$ cat src/rtl/mer_pkg.sv
// ----------------------------------------------------------------------------
// mer_pkg
// Shared types and constants for the largest empty rectangle core.
// ----------------------------------------------------------------------------
`default_nettype none

package mer_pkg;

    localparam int HEIGHT_W     = 11;
    localparam int AREA_W       = 21;
    localparam int LEN_W        = 11;
    localparam int DEF_MAX_COLS = 1024;

    localparam logic [LEN_W-1:0]    ROW_LEN_RESET = 11'd1024;
    localparam logic [HEIGHT_W-1:0] HEIGHT_MAX    = 11'h7FF;
    localparam logic [AREA_W-1:0]   AREA_MAX      = 21'h1FFFFF;

    // sequencer states
    typedef enum logic [2:0] {
        S_IDLE,
        S_HGT,
        S_POP,
        S_BEST,
        S_RELOAD
    } t_state;

    // controls for the area unit
    typedef struct packed {
        logic calc;
        logic fold;
        logic clear;
    } t_area_ctl;

endpackage

`default_nettype wire

$ cat src/rtl/mer_area.sv
// ----------------------------------------------------------------------------
// mer_area
// Bar area multiplier with saturation and the running best area of a frame.
// ----------------------------------------------------------------------------
`default_nettype none

module mer_area #(
    parameter int WIDTH_W = 11
) (
    input  wire logic                         i_clk,
    input  wire logic                         i_rst_n,
    input  wire mer_pkg::t_area_ctl           i_ctl,
    input  wire logic [mer_pkg::HEIGHT_W-1:0] i_height,
    input  wire logic [WIDTH_W-1:0]           i_width,
    output logic      [mer_pkg::AREA_W-1:0]   o_best
);

    localparam int P_W = mer_pkg::HEIGHT_W + WIDTH_W;
    localparam int X_W = (P_W > mer_pkg::AREA_W) ? P_W : mer_pkg::AREA_W;

    logic [X_W-1:0]             prod;
    logic [mer_pkg::AREA_W-1:0] sat_area;
    logic [mer_pkg::AREA_W-1:0] r_area;
    logic [mer_pkg::AREA_W-1:0] r_best;

    always_comb begin
        prod = X_W'(i_height) * X_W'(i_width);
        if (prod > X_W'(mer_pkg::AREA_MAX)) begin
            sat_area = mer_pkg::AREA_MAX;
        end else begin
            sat_area = prod[mer_pkg::AREA_W-1:0];
        end
    end

    always_ff @(posedge i_clk) begin
        if (i_ctl.calc) begin
            r_area <= sat_area;
        end
    end

    always_ff @(posedge i_clk) begin
        if (!i_rst_n) begin
            r_best <= '0;
        end else if (i_ctl.clear) begin
            r_best <= '0;
        end else if (i_ctl.fold && (r_area > r_best)) begin
            r_best <= r_area;
        end
    end

    assign o_best = r_best;

endmodule

`default_nettype wire

$ cat config.mk
export PLATFORM = sky130hd
export DESIGN_NAME = mer_area
export DESIGN_NICKNAME = d
export VERILOG_FILES = /design/src/rtl/mer_pkg.sv /design/src/rtl/mer_area.sv
export SDC_FILE = /design/constraint.sdc
export NUM_CORES = 1
export LEC_CHECK = 0
export CORE_ASPECT_RATIO = 0.8
export CORE_UTILIZATION = 61
export CTS_CLUSTER_DIAMETER = 50
export CTS_CLUSTER_SIZE = 30
export DETAILED_ROUTE_END_ITERATION = 16
export DONT_BUFFER_PORTS = 1
export PLACE_DENSITY = 0.77
export RECOVER_POWER = 100
export SYNTH_ARGS = -nofsm -noshare
export SYNTH_HDL_FRONTEND = slang
export SYNTH_SLANG_ARGS = --single-unit
$ cat constraint.sdc
create_clock -name i_clk -period 13.3 [get_ports i_clk]
set_input_delay 0.665 -clock i_clk [delete_from_list [all_inputs] [get_ports i_clk]]
set_output_delay 0.665 -clock i_clk [all_outputs]
set_load 0.03 [all_outputs]
### Word-level counts from Yosys, hierarchy flattened

Cells that the tools add are included.

* register bits: 42
* bits of input ports: 27
* word-level logic and storage cells: 8
* output and inout port bits: 21

* reductions and logical operators: 2
* $lt $le $gt $ge: 2
* $mul: 1
* bitwise operators: 1

Operators by type and width (number)
* greater-than comparator 22 x 21 -> 1 bit (second input constant): 1
* multiplier 11 x 11 -> 22 bit: 1
* greater-than comparator 21 bit: 1
* OR reduction 2 bit: 1
* logical AND 1 bit: 1
* inverter 1 bit: 1

### Longest topological paths before layout

* depth in word-level cells: 2
* gate-level depth with buffers: 21

### Worst setup path after synthesis

OpenSTA, ideal clock, no wires.

* path kind: input to register
* start: input port i_height[0] (netlist name)
* end: register r_area[15] (netlist name), data pin
* stages: 18
* arrival time: 5425 ps
* buffers on the path: 2
* library setup time: 272 ps
* setup slack: 7603 ps
* cell sequence: clkbuf_1 -> nand2_1 -> fa_1 -> fa_1 -> inv_1 -> fa_1 -> fa_1 -> inv_1 -> fa_1 -> inv_1 -> ha_1 -> a211oi_1 -> o211ai_2 -> nand4_2 -> and2_4 -> a211oi_2 -> buf_6 -> or4_1

* cells in the longest elaborated chain, start to end: 2

RTL lines
* from (decl): line mer_area.sv:13 `input wire logic [mer_pkg::HEIGHT_W-1:0] i_height,`
* multiplier 11 x 11 -> 22 bit *: line mer_area.sv:27 `prod = X_W'(i_height) * X_W'(i_width);`
* greater-than comparator 22 x 21 -> 1 bit: line mer_area.sv:28 `if (prod > X_W'(mer_pkg::AREA_MAX)) begin`
* to (signal assigned): line mer_area.sv:37 `r_area <= sat_area;`
* to (decl): line mer_area.sv:23 `logic [mer_pkg::AREA_W-1:0] r_area;`

Every way passes the cells marked *; elsewhere a longest branch is shown, timed or not.
A chain may end at the register's enable or synchronous reset.

### Worst setup path after layout

* start: input port i_width[10]
* end: register r_area[1] (netlist name), data pin

* cells in the longest elaborated chain, start to end: 2

RTL lines
* from (decl): line mer_area.sv:14 `input wire logic [WIDTH_W-1:0] i_width,`
* multiplier 11 x 11 -> 22 bit: line mer_area.sv:27
* greater-than comparator 22 x 21 -> 1 bit: line mer_area.sv:28

Every way passes these cells.

==> results.md <==
- Routability Congestion: around 0.96
- ANT nets after route: 0
- Total number of vias: between 4000 and 5000
- Post-synthesis register bit count: 42
- Wire length after detailed routing: around 13000 um
- Most used cell along the critical path: sky130_fd_sc_hd__fa_1
- Required time at the worst-slack endpoint: 13450 ps
- Result of the run: finished with violations
- Largest net degree at the start of global routing: 22
- Cell taking the most area after synthesis: sky130_fd_sc_hd__fa_1
- Slowest library cell on the worst path: sky130_fd_sc_hd__a211oi_1
- Number of remaining DRC errors: 0
- Violated checks: max-capacitance violations, max-slew violations
- Most Crowded Layer GR: met2
- Drt initial violations: about 310
- Sequential share of power: between 10% and 20%
- Measured slew at the worst slew-check pin: about 1700 ps
- Die width: roughly 120 um
- Count of placed standard cells in the final layout, fillers left out: 834
- Number of warnings issued by yosys: 0
- # nets final: 881
- First-pass detailed-route iteration total: 4
- Net switching power figure: 0.715 mW
- Ports: between 40 and 50
- Placement row count: 33
- Antenna Cells: 0
- Number of placed instances, taps included: around 830
- I/O Buffers: 0
- Met3 track demand over resource: between 2 and 3%
- Post-synth cell types: 48
- Area share of the largest cell type after synthesis: about a quarter
- Area added between synthesis and finish: 2.70%
- Clock latency at the later pin of the worst-skew pair: 280 ps
- Peak Freq: around 0.16 GHz
- Synthesized area divided by synthesized cell count: 8.86 um2
- Type of element capturing the critical path: flop
- Met1 Track Usage GR: a little over a third
- Met2 usage: ~42%
- Maximum cell stage delay along the critical path: roughly 1300 ps
- Worst clock skew: approximately 2.9 ps
- Synthesized netlist net count: 910
- Number of max-slew violations in the final report: 22
- Number of synthesized flops with an enable pin: 21
- Path category of the worst min-delay check: input pin to flop
- Max Root-Sink Buffers: 2
- Wire length of the first global-routing pass: between 20000 and 25000 um
- Mapped cell area: 6400 um2
- Post-cts repair resize count: 0
- Static Leakage: between 3 and 4 nW
- Die Y: around 94 um
- Highest ir drop seen on vdd: between 0.15 and 0.2 mV
- Cell with the most instances after synthesis: sky130_fd_sc_hd__inv_1
- Synthesized instance count: 722
- Setup repair after global routing missed its margin: false
- P_int: 0.742 mW
- Switching share of power: 49.1%
- Kind of start point of the critical path: input pin
- Share of synthesized registers carrying an async set or reset: 0%
- Number of antenna violations at the first check in global routing: 0
- Setup bufs post-CTS: 0
- Fraction of layout instances using a drive strength above 1: 2.59%
- Seq/Total Area, Yosys: 16.4%
- Max-slew headroom: -17.3%
- TritonCTS Sinks: 42
- CTS root buf: sky130_fd_sc_hd__clkbuf_16
- Worst EP arrival: about 6200 ps
- Cells along the critical path: nand2_1, fa_1, fa_1, inv_1, fa_1, fa_1, inv_1, fa_1, inv_1, ha_1, a211oi_1, o211ai_1, nand4_2, a21oi_1, a211oi_1, or2_2
- Via density per instance: around 5.7
- Via count of the first global-routing pass: approximately 4800
- Routed wire per std cell: 15.6 um
- Total negative setup slack: 0 ps
- Part of the total power dissipated in the clock network: 9.4%
- Area enclosed by the die boundary: 10900 um2
- Setup Crit Path Kind: input pin to flop
- Starting Density: ~62%
- Total global-route track usage: between 20% and 30%
- Number of hold buffers added after CTS: 0
- Predominant post-synthesis flop cell: sky130_fd_sc_hd__edfxtp_1
- Std-Cell Core Area: just over 10000 um2
- CP max FO: 21
- Top cells by area, synth: sky130_fd_sc_hd__fa_1, sky130_fd_sc_hd__ha_1, sky130_fd_sc_hd__edfxtp_1, sky130_fd_sc_hd__inv_1, sky130_fd_sc_hd__and2_1
- # H-tree levels: 2
- Clock Pin Slew Worst Setup and Hold Paths: 60 ps
- Power per unit of standard cell area: roughly 220 nW/um2
- Aggregate global routing overflow: 0
- HPWL after detailed placement: 10700 um
- Number of setup violations in the final report: 0
- Number of max-capacitance violations reported: 1
- Number of buffers added by the clock tree synthesis step: 5
- Crit share post-route: a little under half
- Part of the total power dissipated in combinational logic: just over 70%
- Post-route minimum period: just over 6000 ps
- Commonest cells in the netlist: sky130_fd_sc_hd__inv_1, sky130_fd_sc_hd__ha_1, sky130_fd_sc_hd__fa_1
- Clock tree from TritonCTS: built
- Total count of hold-check failures in the final report: 0
-- through the flow --
step	total power, mW	worst slack [ps]	hold slack, ps	cell area (um2)	utilization [%]
6_report	1.46	7210	494	6570	64.2
2_1_floorplan	1.12	7600	522	6400	-
3_3_place_gp	1.27	7630	577	6410	62.6
3_5_place_dp	1.31	7450	573	6410	62.6
5_1_grt	1.61	6570	486	6570	64.2
4_1_cts	1.46	7730	491	6580	64.3
-- cell usage in the layout (no fill, tap or decap), drive strengths merged, types with 8 or more instances in the layout --
cell / n
nand2: 60
a21boi: 25
nand3: 27
xnor2: 8
inv: 129
dfxtp: 21
and2: 70
nand2b: 13
edfxtp: 21
o21ai: 32
nand4: 9
nor2: 16
fa: 80
ha: 81
a21o: 12
a21oi: 25
-- final cells by class --
cell class / count / area, um2
clock buffer: 5 / 125
clock inverter: 3 / 40.0
fill: 891 / 3670
inverter: 129 / 484
multi-input combinational: 514 / 4690
sequential: 42 / 1050
tap: 140 / 175
timing repair buffer: 1 / 7.51
-- kinds of logic after synthesis --
family | Yosys count | share of synthesized area [%]
xor+xnor | 13 | 1.78
simple gates | 218 | 18.1
flops | 42 | 16.4
mux | 2 | 0.313
fa+ha+maj | 161 | 40.9
compound gates | 120 | 12.4
buf+inv | 166 | 10.2
-- state kept, by name, summed over array words and instances (netlist names) --
register,count
o_best,21
r_area,21
-- final timing paths --
path	from	end	slack [ps]	cells after the start
worst max-delay path	i_width[10]	r_area[1]	7210	16
worst min-delay path	i_ctl[2]	r_area[20]	490	0
worst max register to register	o_best[19]	o_best[3]	10260	8
worst min register to register	r_area[0]	o_best[0]	580	2
-- critical path, delay by kind of cell --
kind,cells,cell delay (ps)
buffers and inverters,3,150
AO/OA/AOI/OAI,4,1880
adder cells (fa/ha/maj),6,3030
AND/OR/NAND/NOR,3,500
-- power by group through the flow --
stage	Sequential (mW)	Combinational, mW	Clock, mW
floorplan	0.257	0.861	0
global placement	0.268	1.00	0
detailed placement	0.268	1.04	0
CTS	0.266	1.06	0.138
global route	0.269	1.20	0.144
finish	0.266	1.05	0.137
-- metal layers --
layer	share of wire, %	vias up
met5	0	-
met4	1.1	0
met3	4.3	13
met2	49	105
met1	46	2362
li1	-	2279
Power figures use the tool's default switching activity.
